`config.mk`:
```
export PLATFORM = sky130hd
export DESIGN_NAME = i2c_master_transaction_sequencer_unit
export DESIGN_NICKNAME = d
export VERILOG_FILES = /design/src/rtl/core/i2cseq_pkg.sv /design/src/rtl/core/i2cseq_front.sv /design/src/rtl/core/i2cseq_queue.sv /design/src/rtl/core/i2cseq_back.sv /design/src/rtl/core/i2c_master_transaction_sequencer_unit.sv
export SDC_FILE = /design/constraint.sdc
export NUM_CORES = 1
export LEC_CHECK = 0
export ABC_AREA = 1
export BUFFER_PORTS_ARGS = -buffer_cell sky130_fd_sc_hd__buf_2
export CORE_UTILIZATION = 60
export DETAILED_ROUTE_END_ITERATION = 8
export GPL_TIMING_DRIVEN = 1
export MAX_ROUTING_LAYER = met4
export PLACE_DENSITY = 0.91
export SLEW_MARGIN = 25
export SYNTH_ARGS = -nofsm -noshare
export SYNTH_HDL_FRONTEND = slang
export SYNTH_SLANG_ARGS = --single-unit
export TNS_END_PERCENT = 5
```
`constraint.sdc`:
```
create_clock -name i_clk -period 4.1 [get_ports i_clk]
set_input_delay 0 -clock i_clk [delete_from_list [all_inputs] [get_ports i_clk]]
set_output_delay 0 -clock i_clk [all_outputs]
set_load 0.05 [all_outputs]
```
`src/rtl/core/i2cseq_pkg.sv`:
```
package i2cseq_pkg;

    localparam int COUNT_WIDTH_DEF = 16;

    localparam int CHIP_W    = 7;
    localparam int ALEN_W    = 8;
    localparam int LEN_W     = 16;
    localparam int BYTE_W    = 8;
    localparam int INDEX_W   = 16;

    localparam int QUEUE_DEPTH = 4;
    localparam int QPTR_W      = $clog2(QUEUE_DEPTH);
    localparam int QCNT_W      = $clog2(QUEUE_DEPTH + 1);

    localparam logic READ_BIT = 1'b1;

    typedef enum logic {
        OP_START = 1'b0,
        OP_EVENT = 1'b1
    } t_op;

    // classified item kinds, event flags already resolved by priority
    typedef enum logic [2:0] {
        K_START  = 3'd0,
        K_ARB    = 3'd1,
        K_IO     = 3'd2,
        K_WR     = 3'd3,
        K_RD     = 3'd4,
        K_NOFLAG = 3'd5
    } t_kind;

    typedef enum logic [2:0] {
        ACT_NONE      = 3'd0,
        ACT_LOAD_ADDR = 3'd1,
        ACT_SEND_ADDR = 3'd2,
        ACT_SEND_DATA = 3'd3,
        ACT_RESTART   = 3'd4,
        ACT_STORE_ACK = 3'd5,
        ACT_STORE_END = 3'd6,
        ACT_STOP      = 3'd7
    } t_action;

    typedef enum logic [2:0] {
        ST_OK    = 3'd0,
        ST_BUSY  = 3'd1,
        ST_IO    = 3'd2,
        ST_PROTO = 3'd3,
        ST_NOMEM = 3'd4
    } t_status;

    typedef struct packed {
        t_kind              kind;
        logic [CHIP_W-1:0]  chip;
        logic [ALEN_W-1:0]  addr_bytes;
        logic [LEN_W-1:0]   length;
        logic               read_mode;
        logic [BYTE_W-1:0]  rx_byte;
    } t_cmd;

    typedef struct packed {
        t_action              action;
        logic [BYTE_W-1:0]    address_value;
        logic [INDEX_W-1:0]   buffer_index;
        logic [BYTE_W-1:0]    store_byte;
        logic                 done_res;
        t_status              status;
        logic                 clear_arb_lost;
        logic                 start_fault;
    } t_result;

    // queue handshake between front and back
    typedef struct packed {
        logic push;
        logic full;
    } t_qwr;

    typedef struct packed {
        logic valid;
        logic pop;
    } t_qrd;

endpackage

```
`src/rtl/core/i2cseq_front.sv`:
```
module i2cseq_front (
    input  logic                 i_s_axis_tvalid,
    input  logic [47:0]          i_s_axis_tdata,
    input  logic                 i_s_axis_tuser,
    output logic                 o_s_axis_tready,
    input  logic                 i_q_full,
    output logic                 o_q_push,
    output i2cseq_pkg::t_cmd     o_cmd
);

    logic arb_lost, bus_error, rx_nack, write_ready, read_ready;

    assign arb_lost    = i_s_axis_tdata[32];
    assign bus_error   = i_s_axis_tdata[33];
    assign rx_nack     = i_s_axis_tdata[34];
    assign write_ready = i_s_axis_tdata[35];
    assign read_ready  = i_s_axis_tdata[36];

    assign o_s_axis_tready = !i_q_full;
    assign o_q_push        = i_s_axis_tvalid && !i_q_full;

    always_comb begin
        o_cmd.chip        = i_s_axis_tdata[6:0];
        o_cmd.addr_bytes  = i_s_axis_tdata[14:7];
        o_cmd.length      = i_s_axis_tdata[30:15];
        o_cmd.read_mode   = i_s_axis_tdata[31];
        o_cmd.rx_byte     = i_s_axis_tdata[44:37];
        // flag priority: arbitration, error or nack, write, read
        priority if (i_s_axis_tuser == i2cseq_pkg::OP_START) begin
            o_cmd.kind = i2cseq_pkg::K_START;
        end else if (arb_lost) begin
            o_cmd.kind = i2cseq_pkg::K_ARB;
        end else if (bus_error || rx_nack) begin
            o_cmd.kind = i2cseq_pkg::K_IO;
        end else if (write_ready) begin
            o_cmd.kind = i2cseq_pkg::K_WR;
        end else if (read_ready) begin
            o_cmd.kind = i2cseq_pkg::K_RD;
        end else begin
            o_cmd.kind = i2cseq_pkg::K_NOFLAG;
        end
    end

endmodule

```
`src/rtl/core/i2cseq_queue.sv`:
```
module i2cseq_queue (
    input  logic                 i_clk,
    input  logic                 i_rst_n,
    input  i2cseq_pkg::t_qwr     i_wr,
    input  i2cseq_pkg::t_cmd     i_cmd,
    output logic                 o_full,
    input  logic                 i_pop,
    output logic                 o_valid,
    output i2cseq_pkg::t_cmd     o_cmd
);

    i2cseq_pkg::t_cmd                  r_mem [i2cseq_pkg::QUEUE_DEPTH];
    logic [i2cseq_pkg::QPTR_W-1:0]     r_wr_ptr, r_rd_ptr;
    logic [i2cseq_pkg::QCNT_W-1:0]     r_count;
    logic                              do_push, do_pop;

    assign o_full  = (r_count == i2cseq_pkg::QCNT_W'(i2cseq_pkg::QUEUE_DEPTH));
    assign o_valid = (r_count != '0);
    assign o_cmd   = r_mem[r_rd_ptr];
    assign do_push = i_wr.push && !i_wr.full;
    assign do_pop  = i_pop && o_valid;

    always_ff @(posedge i_clk) begin
        if (do_push) begin
            r_mem[r_wr_ptr] <= i_cmd;
        end
    end

    always_ff @(posedge i_clk) begin
        if (!i_rst_n) begin
            r_wr_ptr <= '0;
            r_rd_ptr <= '0;
            r_count  <= '0;
        end else begin
            if (do_push) begin
                r_wr_ptr <= r_wr_ptr + 1'b1;
            end
            if (do_pop) begin
                r_rd_ptr <= r_rd_ptr + 1'b1;
            end
            unique case ({do_push, do_pop})
                2'b10:   r_count <= r_count + 1'b1;
                2'b01:   r_count <= r_count - 1'b1;
                default: r_count <= r_count;
            endcase
        end
    end

endmodule

```
`src/rtl/core/i2cseq_back.sv`:
```
module i2cseq_back #(
    parameter int COUNT_WIDTH = i2cseq_pkg::COUNT_WIDTH_DEF
) (
    input  logic                 i_clk,
    input  logic                 i_rst_n,
    input  i2cseq_pkg::t_qrd     i_q,
    input  i2cseq_pkg::t_cmd     i_cmd,
    output logic                 o_pop,
    input  logic                 i_res_ready,
    output logic                 o_res_valid,
    output i2cseq_pkg::t_result  o_res
);

    logic                              r_active, n_active;
    logic [i2cseq_pkg::CHIP_W-1:0]     r_chip, n_chip;
    logic [i2cseq_pkg::ALEN_W-1:0]     r_addr_total, n_addr_total;
    logic [COUNT_WIDTH-1:0]            r_data_total, n_data_total;
    logic                              r_is_read, n_is_read;
    logic [i2cseq_pkg::ALEN_W-1:0]     r_addr_sent, n_addr_sent;
    logic [COUNT_WIDTH-1:0]            r_data_done, n_data_done;
    logic [COUNT_WIDTH-1:0]            done_inc;
    logic                              r_valid;
    i2cseq_pkg::t_result               r_res, n_res;

    assign o_pop       = i_q.valid && (!r_valid || i_res_ready);
    assign o_res_valid = r_valid;
    assign o_res       = r_res;
    assign done_inc    = r_data_done + 1'b1;

    always_comb begin
        n_active     = r_active;
        n_chip       = r_chip;
        n_addr_total = r_addr_total;
        n_data_total = r_data_total;
        n_is_read    = r_is_read;
        n_addr_sent  = r_addr_sent;
        n_data_done  = r_data_done;
        n_res        = '{action: i2cseq_pkg::ACT_NONE, status: i2cseq_pkg::ST_OK,
                         default: '0};
        if (i_cmd.kind == i2cseq_pkg::K_START) begin
            if (r_active) begin
                n_res.start_fault = 1'b1;
            end else begin
                n_chip       = i_cmd.chip;
                n_addr_total = i_cmd.addr_bytes;
                n_data_total = i_cmd.length[COUNT_WIDTH-1:0];
                n_is_read    = i_cmd.read_mode;
                n_addr_sent  = '0;
                n_data_done  = '0;
                n_active     = 1'b1;
                n_res.action = i2cseq_pkg::ACT_LOAD_ADDR;
                n_res.address_value = {i_cmd.chip,
                    (i_cmd.addr_bytes == '0) && i_cmd.read_mode};
            end
        end else if (r_active) begin
            unique case (i_cmd.kind)
                i2cseq_pkg::K_ARB: begin
                    n_res.action         = i2cseq_pkg::ACT_STOP;
                    n_res.clear_arb_lost = 1'b1;
                    n_res.done_res       = 1'b1;
                    n_res.status         = i2cseq_pkg::ST_BUSY;
                    n_active             = 1'b0;
                end
                i2cseq_pkg::K_IO: begin
                    n_res.action   = i2cseq_pkg::ACT_STOP;
                    n_res.done_res = 1'b1;
                    n_res.status   = i2cseq_pkg::ST_IO;
                    n_active       = 1'b0;
                end
                i2cseq_pkg::K_WR: begin
                    priority if (r_addr_sent < r_addr_total) begin
                        n_res.action       = i2cseq_pkg::ACT_SEND_ADDR;
                        n_res.buffer_index = i2cseq_pkg::INDEX_W'(r_addr_sent);
                        n_addr_sent        = r_addr_sent + 1'b1;
                    end else if (r_data_done < r_data_total) begin
                        if (r_is_read) begin
                            n_res.action        = i2cseq_pkg::ACT_RESTART;
                            n_res.address_value = {r_chip, i2cseq_pkg::READ_BIT};
                        end else begin
                            n_res.action       = i2cseq_pkg::ACT_SEND_DATA;
                            n_res.buffer_index = i2cseq_pkg::INDEX_W'(r_data_done);
                            n_data_done        = done_inc;
                        end
                    end else begin
                        n_res.action   = i2cseq_pkg::ACT_STOP;
                        n_res.done_res = 1'b1;
                        n_res.status   = i2cseq_pkg::ST_OK;
                        n_active       = 1'b0;
                    end
                end
                i2cseq_pkg::K_RD: begin
                    if (r_data_done < r_data_total) begin
                        n_res.buffer_index = i2cseq_pkg::INDEX_W'(r_data_done);
                        n_res.store_byte   = i_cmd.rx_byte;
                        n_data_done        = done_inc;
                        if (done_inc < r_data_total) begin
                            n_res.action = i2cseq_pkg::ACT_STORE_ACK;
                        end else begin
                            n_res.action   = i2cseq_pkg::ACT_STORE_END;
                            n_res.done_res = 1'b1;
                            n_res.status   = i2cseq_pkg::ST_OK;
                            n_active       = 1'b0;
                        end
                    end else begin
                        n_res.action   = i2cseq_pkg::ACT_STOP;
                        n_res.done_res = 1'b1;
                        n_res.status   = i2cseq_pkg::ST_NOMEM;
                        n_active       = 1'b0;
                    end
                end
                i2cseq_pkg::K_NOFLAG: begin
                    n_res.done_res = 1'b1;
                    n_res.status   = i2cseq_pkg::ST_PROTO;
                    n_active       = 1'b0;
                end
                default: begin
                    n_res.action = i2cseq_pkg::ACT_NONE;
                end
            endcase
        end
    end

    always_ff @(posedge i_clk) begin
        if (!i_rst_n) begin
            r_active     <= 1'b0;
            r_chip       <= '0;
            r_addr_total <= '0;
            r_data_total <= '0;
            r_is_read    <= 1'b0;
            r_addr_sent  <= '0;
            r_data_done  <= '0;
            r_valid      <= 1'b0;
        end else begin
            if (i_q.pop) begin
                r_active     <= n_active;
                r_chip       <= n_chip;
                r_addr_total <= n_addr_total;
                r_data_total <= n_data_total;
                r_is_read    <= n_is_read;
                r_addr_sent  <= n_addr_sent;
                r_data_done  <= n_data_done;
                r_valid      <= 1'b1;
            end else if (i_res_ready) begin
                r_valid      <= 1'b0;
            end
        end
    end

    always_ff @(posedge i_clk) begin
        if (i_q.pop) begin
            r_res <= n_res;
        end
    end

endmodule

```
`src/rtl/core/i2c_master_transaction_sequencer_unit.sv`:
```
// transaction sequencer above a byte-level i2c master. every input beat
// (a start request or a bus event from the byte master) produces exactly
// one result beat carrying the next bus command, the buffer index to use
// and, when the transfer ends, a completion status. a start while a
// transfer is running is refused with start_fault set. the front end
// classifies each beat by event priority (arbitration lost, bus error or
// nack, write done, byte received) into a four-entry queue; the back end
// holds the transfer counters and does one state update per cycle into an
// output register, unless a result held off by the output side blocks it.
// one beat is accepted per cycle, sustained while the output side accepts;
// a result passes the queue write, then the back end's result register. the
// input stalls only when the queue is full while the output side is held off.
module i2c_master_transaction_sequencer_unit #(
    parameter int COUNT_WIDTH = i2cseq_pkg::COUNT_WIDTH_DEF
) (
    input  logic        i_clk,
    input  logic        i_rst_n,
    // request and event stream
    input  logic        i_s_axis_tvalid,
    output logic        o_s_axis_tready,
    // chip[6:0], addr_bytes[14:7], length[30:15], read_mode[31],
    // arb_lost[32], bus_error[33], rx_nack[34], write_ready[35],
    // read_ready[36], rx_byte[44:37], zero[47:45]
    input  logic [47:0] i_s_axis_tdata,
    // op[0]: 0 start, 1 bus event
    input  logic        i_s_axis_tuser,
    // command stream
    output logic        o_m_axis_tvalid,
    input  logic        i_m_axis_tready,
    // address_value[7:0], buffer_index[23:8], store_byte[31:24],
    // done_res[32], status[35:33], clear_arb_lost[36], start_fault[37],
    // zero[39:38]
    output logic [39:0] o_m_axis_tdata,
    // action[2:0]
    output logic [2:0]  o_m_axis_tuser
);

    i2cseq_pkg::t_cmd     front_cmd, q_cmd;
    i2cseq_pkg::t_qwr     q_wr;
    i2cseq_pkg::t_qrd     q_rd;
    i2cseq_pkg::t_result  res;
    logic                 q_push, q_full, q_valid, q_pop;

    assign q_wr.push  = q_push;
    assign q_wr.full  = q_full;
    assign q_rd.valid = q_valid;
    assign q_rd.pop   = q_pop;

    // front end: accept and classify beats
    i2cseq_front u_front (
        .i_s_axis_tvalid (i_s_axis_tvalid),
        .i_s_axis_tdata  (i_s_axis_tdata),
        .i_s_axis_tuser  (i_s_axis_tuser),
        .o_s_axis_tready (o_s_axis_tready),
        .i_q_full        (q_full),
        .o_q_push        (q_push),
        .o_cmd           (front_cmd)
    );

    // decoupling queue
    i2cseq_queue u_queue (
        .i_clk   (i_clk),
        .i_rst_n (i_rst_n),
        .i_wr    (q_wr),
        .i_cmd   (front_cmd),
        .o_full  (q_full),
        .i_pop   (q_pop),
        .o_valid (q_valid),
        .o_cmd   (q_cmd)
    );

    // back end: transfer state and result register
    i2cseq_back #(
        .COUNT_WIDTH (COUNT_WIDTH)
    ) u_back (
        .i_clk       (i_clk),
        .i_rst_n     (i_rst_n),
        .i_q         (q_rd),
        .i_cmd       (q_cmd),
        .o_pop       (q_pop),
        .i_res_ready (i_m_axis_tready),
        .o_res_valid (o_m_axis_tvalid),
        .o_res       (res)
    );

    // pack the result beat, address_value in the lowest bits
    assign o_m_axis_tdata = {2'b00, res.start_fault, res.clear_arb_lost, res.status,
                             res.done_res, res.store_byte, res.buffer_index,
                             res.address_value};
    assign o_m_axis_tuser = res.action;

endmodule

```
; Word-level counts from Yosys, hierarchy flattened
; Memories as Yosys holds them, arrays and structs flattened. A register that Yosys moved wholly into a read port is not among the register bits.
; Index checks and enable logic that the tools add are counted.
[word_totals]
register_bits = 106
ramBits = 172
inputBits = 53
out_inout_bits = 45
wordCells = 127
memories = 1
[memory_table]
columns = name, depth, width, rd, rd_ports_with_merged_regs, wr, line
row1 = u_queue.r_mem, 4, 43, 1, 1, 1, i2cseq_queue.sv:12  ; i2cseq_pkg::t_cmd r_mem [i2cseq_pkg::QUEUE_DEPTH];
[classes]
addsub = 6
magnitude_cmp = 3
n_eq_ne = 13
muxes = 57
n_bitwise = 3
reduce_logical = 25
[ops]
columns = op, n
row1 = 16-bit 2-to-1 mux, 9
row2 = 8-bit 2-to-1 mux, 9
row3 = 16-bit one-hot mux with 2 select lines, 2
row4 = 24-bit 2-to-1 mux, 2
row5 = 40-bit 2-to-1 mux, 1
row6 = 16-bit less-than comparator, 2
row7 = 3-bit 2-to-1 mux, 8
row8 = 4-bit one-hot mux with 5 select lines, 1
row9 = "16-bit by 1-bit adder with 16-bit output, second input constant", 1
row10 = 4-bit 2-to-1 mux, 4
row11 = 1-bit 2-to-1 mux, 13
row12 = 11-bit 2-to-1 mux, 1
row13 = 2-bit nonzero test, 5
row14 = "3-bit == test, second input constant", 3
row15 = 9-bit 2-to-1 mux, 1
row16 = 3-bit one-hot mux with 3 select lines, 1
row17 = "8-bit by 1-bit adder with 8-bit output, second input constant", 1
row18 = 8-bit zero test, 1
row19 = 8-bit less-than comparator, 1
row20 = 8-bit AND reduction, 1
row21 = "3-bit by 2-bit == test with 1-bit output, second input constant", 2
row22 = 2-bit 2-to-1 mux, 3
row23 = "3-bit by 1-bit != test with 1-bit output, second input constant", 2
row24 = 3-bit one-hot mux with 2 select lines, 1
row25 = other kinds (21), 32

; Longest topological paths before layout
; Gate-level depths: netlist (run 1).
[depth]
word_depth = 7
mapped_depth = 18
depth_no_buf = 17

; Modules after synthesis
; Synthesis (run 1) repeated with hierarchy kept, for this count alone.
[hier_totals]
hier_cells = 1210
area_unflattened_um2 = 12485.7
[modules_own_cells]
columns = mod, n_inst, cells_per_inst, area_each_um2
row1 = i2cseq_queue, 1, 483, 6832.8
row2 = i2cseq_back, 1, 670, 5271.3
row3 = i2cseq_front, 1, 54, 362.8
row4 = i2c_master_transaction_sequencer_unit, 1, 3, 18.8

; Worst setup path after synthesis (run 1)
; OpenSTA, ideal clock, no wires.
[synth_timing]
kind = register to register
from = reg u_queue.r_count[1] in the netlist's numbering
to = mem u_queue.r_mem[0][0] in the netlist's numbering (enable)
setup_ns = 0.444
arrival_ns = 2.982
t_required_ns = 3.656
path_slack_ns = 0.675
stages_incl_launch_ff = 5
period_less_slack_ns = 3.425
path_cell_list = dfxtp_1 > inv_1 > nand3_1 > nand2_1 > nor2_1
[synth_via]
elab_chain_cells = 6
[synth_rtl]
columns = item, line
row1 = from (decl), i2cseq_queue.sv:14  ; logic [i2cseq_pkg::QCNT_W-1:0] r_count;
row2 = from (signal assigned), i2cseq_queue.sv:42  ; 2'b10: r_count <= r_count + 1'b1;
row3 = from (signal assigned), i2cseq_queue.sv:43  ; 2'b01: r_count <= r_count - 1'b1;
row4 = from (signal assigned), i2cseq_queue.sv:44  ; default: r_count <= r_count;
row5 = 3-bit == test *, i2cseq_queue.sv:17  ; assign o_full = (r_count == i2cseq_pkg::QCNT_W'(i2cseq_pkg::QUEUE_DEPTH));
row6 = 1-bit zero test *, --
row7 = via o_s_axis_tready, i2c_master_transaction_sequencer_unit.sv:20  ; output logic o_s_axis_tready,
row8 = 1-bit logical AND, i2cseq_front.sv:20  ; assign o_q_push = i_s_axis_tvalid && !i_q_full;
row9 = 1-bit logical AND *, i2cseq_queue.sv:20  ; assign do_push = i_wr.push && !i_wr.full;
row10 = 1-bit 2-to-1 mux *, i2cseq_queue.sv:24  ; if (do_push) begin
row11 = 1-bit 2-to-1 mux (not written as such) *, i2cseq_queue.sv:25  ; r_mem[r_wr_ptr] <= i_cmd;
row12 = to (decl), i2cseq_queue.sv:12
; Mark *: on every way through the listed nets, which the timed path passes. The rest lies on a longest branch.

==> impl_metrics.tcl, run 1 <==
set metrics [dict create \
    drive_gt1_share_pct 14.08 \
    cp-start-kind "flip-flop" \
    hold_path_class "in -> reg" \
    hold-path-endpoint "u_queue.r_mem[2][40]" \
    vias_per_cell 5.939 \
    num_rows 51 \
    timing.rr.end "u_back.r_data_done[1]" \
    post-cts-setup-buffer-count 0 \
    synthDominantCellAreaShare_pct 52.60 \
    antenna_cells 0 \
    grtUsageTotal_pct 29.40 \
    critical_path_required_ps 4490 \
    setup_violations 0 \
    synth_area_leaders "edfxtp_1, dfxtp_1, nand2_1" \
    grt_max_degree 57 \
    fin_area_sq_um 14270 \
    nets 1357 \
    grt_first_pass_wirelength_um 45360 \
    synth.largest_area_cell "edfxtp_1" \
    drv_cap 0 \
    synthCells 1125 \
    min_period_ps 3641 \
    worst_pin_slew_ps 1051 \
    crit_path_end_kind "flip-flop" \
    grt_pass1_vias 8893 \
    io_pins 98 \
    synth_seq_cells 280 \
    synth-edff-count 213 \
    antenna_left 0 \
    cts_tree "yes" \
    hpwl_um 16330 \
    seq_area_sq_um 7739 \
    dieHeight_um 144.4 \
    die_area_sq_um 20840 \
    multi_input_area_sq_um 3827 \
    rsz0062_at_grt "false" \
    worst_r2r_path_depth 15 \
    postPlaceCellArea_sq_um 12820 \
    synth_area_sq_um 12160 \
    cp_max_fo 24 \
    num-fill-cells 1242 \
    drc_errors 0 \
    postSynthAreaPerCell_sq_um 10.81 \
    core_sq_um 19650 \
    status "completed" \
    clockBufferDepth 3 \
    gp_congestion 0.8996 \
    finClkSkew_ps 18.64 \
    routed_wl_um 29090 \
    clock-sinks 280 \
    insertion_delay_ps 550 \
    die_w_um 144.4 \
    synth.distinct_cells 40 \
    ys.flop_type "edfxtp_1" \
    portBuffers 92 \
    fin_crit_sh_pct 88.81 \
    vdd_drop_max_mv 0.5154 \
    drt_iter0_drc 1011 \
    cts_buffers 27 \
    synth-seq-area-share_pct 63.63 \
    relSlewSlack_pct 29.48 \
    min_path_cells 4 \
    area_growth_pct 17.37 \
    cts_resized 0 \
    cts_root_buf "clkbuf_16" \
    arrival_ps 4030 \
    antenna_found_initial 0 \
    drv_slew 0 \
    hold_viol 0 \
    clkSlewWorstSetupHoldPaths_ps 70 \
    r2r_setup_slack_ps 460 \
    yosysWarnings 0 \
    wl_per_cell_um 18.85 \
    critPathKind "reg -> reg" \
    initial_core_util_pct 61.87 \
    power_density_nw_per_um2 725.8 \
    ctsHoldBuffers 50 \
    cts-htree-levels 1 \
    fin_tns_setup_ps 0 \
    max_freq_mhz 274.6 \
    overflow 0 \
    firstDrtPassIters 6 \
    async_flop_share_pct 0 \
    vias 9164 \
    min_from "i_s_axis_tdata[36]" \
    total_leakage_power_nw 5.430 \
]
==> worst max path at each step <==
stage                            start  cells after the start  slack (ps)                     end
floorplan           u_queue.r_count[1]                      4         670     u_queue.r_mem[0][0]
global placement             flip-flop                     15         710  u_back.r_data_done[15]
detailed placement           flip-flop                     15         620   u_back.r_data_done[1]
CTS                          flip-flop                     15         520   u_back.r_data_done[1]
global route                 flip-flop                     15         240   u_back.r_data_done[8]
finish                       flip-flop                     15         460   u_back.r_data_done[1]
==> cells by family (layout without fill, tap and decap cells) <==
family	after synthesis	count (layout)	share of synthesized area (%)
AOI/OAI and AO/OA	272	272	12.33
xor gates and xnor gates	18	18	1.296
adders and majority gates	47	47	4.898
buffers and inverters	150	302	5.175
DFF	280	280	63.63
other	1	2	0.03084
and+or+nand+nor	357	357	12.65
==> registers in the layout, summed over array words and instances (netlist names), named ones only <==
register	count
u_queue.r_count	3
u_back.o_res_valid	1
u_queue.r_mem	172
u_back.r_chip	7
u_back.r_data_done	16
u_back.r_active	1
u_back.o_res	41
u_back.r_addr_sent	8
u_back.r_addr_total	8
u_queue.r_rd_ptr	2
u_back.r_data_total	16
u_back.r_is_read	1
u_queue.r_wr_ptr	2
==> power breakdown <==
part / leakage [nW] / internal, mW / switching, mW
Clock: 0.477 / 1.58 / 1.07
Sequential: 2.54 / 3.67 / 0.201
Combinational: 2.41 / 0.918 / 2.91
Total: 5.43 / 6.17 / 4.19
==> layer usage <==
metal	up-vias	wire, um	GRT usage [%]	share of wire (%)
met3	86	2372	4.702	8.2
met4	0	930	11.75	3.2
met5	-	0	-	0
li1	4210	-	-	-
met1	4349	11190	36.18	38
met2	519	14600	48.73	50
==> cell usage after synthesis (3+ instances only) <==
cell type and count:
nand3_1 16, o21ai_1 3, inv_1 89, buf_4 5
nand4_1 29, o22ai_1 24, dfxtp_1 67, nor3_1 17
nor2_1 122, xnor2_1 4, ha_1 46, edfxtp_1 213
buf_1 3, o21ai_0 115, a21oi_1 105, a211oi_1 8
xor2_1 14, nor2_4 5, nand2_1 159, inv_2 7
clkbuf_1 35, buf_2 4, buf_6 5, a32o_1 8
nand2_2 3
==> critical path: stages, from the launching register on <==
cell and delay, ps:
dfxtp_2 630, inv_4 190, nand2_1 100, nand3_1 90
nand2_1 270, nand2_2 130, inv_2 110, nand2_2 180
inv_2 200, ha_1 280, nor2_4 270, o21ai_2 120
a21oi_4 400, nand3_4 290, nand2_1 130, a21oi_1 70
==> layout by cell type, fill, tap and decap left out, types with 2 or more instances in the layout <==
cell type and instances:
o22ai_1 24, nor2_1 118, a211oi_1 8, inv_4 2
clkbuf_1 3, clkbuf_16 27, o21ai_1 3, nand4_1 29
nand3_2 2, clkbuf_8 3, nor2_4 9, clkinv_1 3
nand3_1 16, o21ai_2 2, clkinv_2 9, ha_1 46
xor2_1 14, buf_2 92, o21a_1 2, bufinv_16 5
dlygate4sd3_1 50, nand2_2 3, dfxtp_1 66, buf_4 12
o21ai_0 115, nand2_1 159, edfxtp_1 213, a32o_1 8
inv_2 7, nor3_1 17, xnor2_1 4, a21oi_1 105
conb_1 2, inv_1 88
==> through the flow <==
stage | setup slack (ps) | utilization, % | power, mW | hold WS (ps) | std cells
after floorplan | 674.6 | - | 6.695 | 98.87 | 1126
after global placement | 706.5 | 65.23 | 7.387 | 210.4 | 1443
after detailed placement | 620.3 | 65.23 | 7.530 | 216.1 | 1443
after CTS | 515.3 | 72.62 | 10.26 | 28.70 | 1543
after global routing | 243.4 | 72.62 | 10.84 | 92.77 | 1543
final | 458.8 | 72.62 | 10.36 | 44.98 | 1543
==> area by class of cell <==
| class | instances | area share [%] |
|---|---|---|
| flip-flops and latches | 280 | 54.22 |
| multi-input cells | 696 | 26.82 |
| repair buffers | 154 | 7.364 |
| clock buffers | 33 | 5.102 |
| inverters | 98 | 2.612 |
| well taps | 265 | 2.323 |
| clock inverters | 17 | 1.560 |
No activity file was read; power rests on OpenSTA's default activity.
==> run 2: changes to the inputs <==
--- a/config.mk
+++ b/config.mk
@@ -7,6 +7,7 @@
 export LEC_CHECK = 0
 export ABC_AREA = 1
 export BUFFER_PORTS_ARGS = -buffer_cell sky130_fd_sc_hd__buf_2
+export CORE_MARGIN = 5
 export CORE_UTILIZATION = 60
 export DETAILED_ROUTE_END_ITERATION = 8
 export GPL_TIMING_DRIVEN = 1
==> run 2 against run 1 <==
Maximum frequency grew 7.3%. Clock skew down 3.2 ps. Non-clock buffer count grew 2. Register-to-register slack improved by 250 ps. Count of clock-buffer cells in the layout fell by 3. Critical path depth is the same. Hold slack improved by 120 ps. Clock power is 13% lower. Power down 3.4%. Wire length decreased by 0.48%. Global-route usage shrank 4.3 points. Highest routed layer unchanged.
==> impl_metrics.tcl, run 2 (synthesis gave the netlist of run 1 again) <==
set metrics [dict create \
    status "completed" \
    total_leakage_power_nw 5.355 \
    initial_core_util_pct 60.49 \
    grt_first_pass_wirelength_um 46110 \
    critical_path_depth 15 \
    wl_per_cell_um 18.68 \
    area_growth_pct 16.47 \
    num_rows 52 \
    fin_tns_setup_ps 0 \
    finClkSkew_ps 15.40 \
    path_buf_inv 4 \
    largest_register "u_queue.r_mem" \
    relSlewSlack_pct 50.21 \
    cts-htree-levels 1 \
    gp_congestion 0.9229 \
    mostFrequentLayoutCells "edfxtp_1, nand2_1, nor2_1" \
    hpwl_um 17380 \
    power_density_nw_per_um2 706.3 \
    cp_max_fo 17 \
    worst_pin_slew_ps 745.0 \
    dp_cells 1449 \
    clock-sinks 280 \
    drv_slew 0 \
    worst_r2r_path_depth 15 \
    dieHeight_um 152.4 \
    max_freq_mhz 294.6 \
    hold_path_class "in -> reg" \
    setup_violations 0 \
    nets 1359 \
    r2r_setup_slack_ps 710 \
    cts_buffers 27 \
    die_w_um 152.4 \
    vdd_drop_max_mv 0.4460 \
    firstDrtPassIters 5 \
    drt_iter0_drc 903 \
    clkSlewWorstSetupHoldPaths_ps 60 \
    insertion_delay_ps 550 \
    antenna_left 0 \
    antenna_found_initial 1 \
    cp_cell_sequence "buf_4 > inv_2 > nand3_1 > nand2_1 > nand2_2 > inv_2 > nand2_2 > inv_2 > ha_1 > nor2_4 > o21ai_2 > a21oi_4 > nand3_4 > nand2_1 > a21oi_1" \
    min_from "i_s_axis_tvalid" \
    drc_errors 0 \
    clockBufferDepth 3 \
    fin_util_pct 70.45 \
    io_pins 98 \
    core_sq_um 20100 \
    routed_wl_um 28950 \
    grt_pass1_vias 8782 \
    grtUsageTotal_pct 25.14 \
    fin_crit_sh_pct 82.78 \
    critPathMaxStageDelay_ps 400 \
    critical_path.top_delay_family "simple AND/OR/NAND/NOR gates" \
    min_path_cells 3 \
    arrival_ps 3800 \
    hold_viol 0 \
    layout_commonest_cell "edfxtp_1" \
    cts_root_buf "clkbuf_16" \
    portBuffers 92 \
    critical_path_required_ps 4500 \
    die_area_sq_um 23220 \
    vias_per_cell 5.797 \
    drv_cap 0 \
    drive_gt1_share_pct 13.92 \
    cts_tree "yes" \
    crit_slowest_cell "a21oi_4" \
    grt_max_degree 67 \
    min_period_ps 3394 \
    largest_register_ffs 172 \
    stdcell_count 1550 \
    vias 8986 \
    critPathKind "reg -> reg" \
    cp-start-kind "flip-flop" \
    crit_path_frequent_cell "inv_2" \
    crit_path_end_kind "flip-flop" \
    rsz0062_at_grt "false" \
    overflow 0 \
]
-- run 2: cell count changes in the layout (fill, tap and decap cells not counted), moves of 2 or more --
| cell | before | now |
|---|---|---|
| clkinv_1 | 3 | 5 |
| clkinv_2 | 9 | 7 |
| clkbuf_8 | 3 | 0 |
| bufinv_16 | 5 | 0 |
| clkinvlp_4 | 0 | 4 |
-- run 2: area by class of cell --
type / instances / area, sq um
Multi-Input combinational cell: 696 / 3827
Inverter: 98 / 372.9
Clock inverter: 19 / 128.9
Clock buffer: 30 / 686.9
Tap cell: 270 / 337.8
Sequential cell: 280 / 7739
Antenna cell: 1 / 2.502
Timing Repair Buffer: 156 / 1069
Fill cell: 1315 / 5941
-- run 2: per-layer routing --
| layer | routed length, um | share of wire (%) | GRT usage [%] | up-vias |
|---|---|---|---|---|
| li1 | - | - | - | 4215 |
| met1 | 11180 | 39 | 31.51 | 4246 |
| met2 | 14530 | 50 | 41.89 | 444 |
| met3 | 2310 | 8.0 | 4.658 | 81 |
| met4 | 928 | 3.2 | 7.920 | 0 |
| met5 | 0 | 0 | - | - |
-- run 2: power by group --
| part | leakage, nW | internal (mW) | total, mW | switching, mW |
|---|---|---|---|---|
| clock network | 0.393 | 1.22 | 2.31 | 1.08 |
| registers | 2.54 | 3.67 | 3.87 | 0.199 |
| logic | 2.42 | 0.923 | 3.83 | 2.90 |
| total | 5.36 | 5.82 | 10.0 | 4.19 |
-- run 2: worst min-delay path: stages --
cell and delay [ps]:
buf_2 80, nand2_1 340, a21oi_1 250
-- run 2: path summary, 6_finish.rpt --
kind                           end
max          u_back.r_data_done[1]
min            u_queue.r_wr_ptr[0]
max reg2reg  u_back.r_data_done[1]
min reg2reg              flip-flop
-- run 2: what timing repair did --
item,4_1_cts,5_1_grt
hold buffers,51,0
buffers inserted,0,0
endpoints found under the hold margin,193,0
resized for setup,0,0
-- run 2: metrics by stage --
stage	setup WS (ps)	hold slack, ps	instance area [sq um]	power (mW)
after floorplan	674.6	98.87	12160	6.695
after global placement	821.6	209.7	12830	7.401
after detailed placement	726.2	213.9	12830	7.557
after CTS	722.2	137.6	14160	9.929
after global routing	440.5	170.2	14160	10.50
final	705.9	164.2	14160	10.00
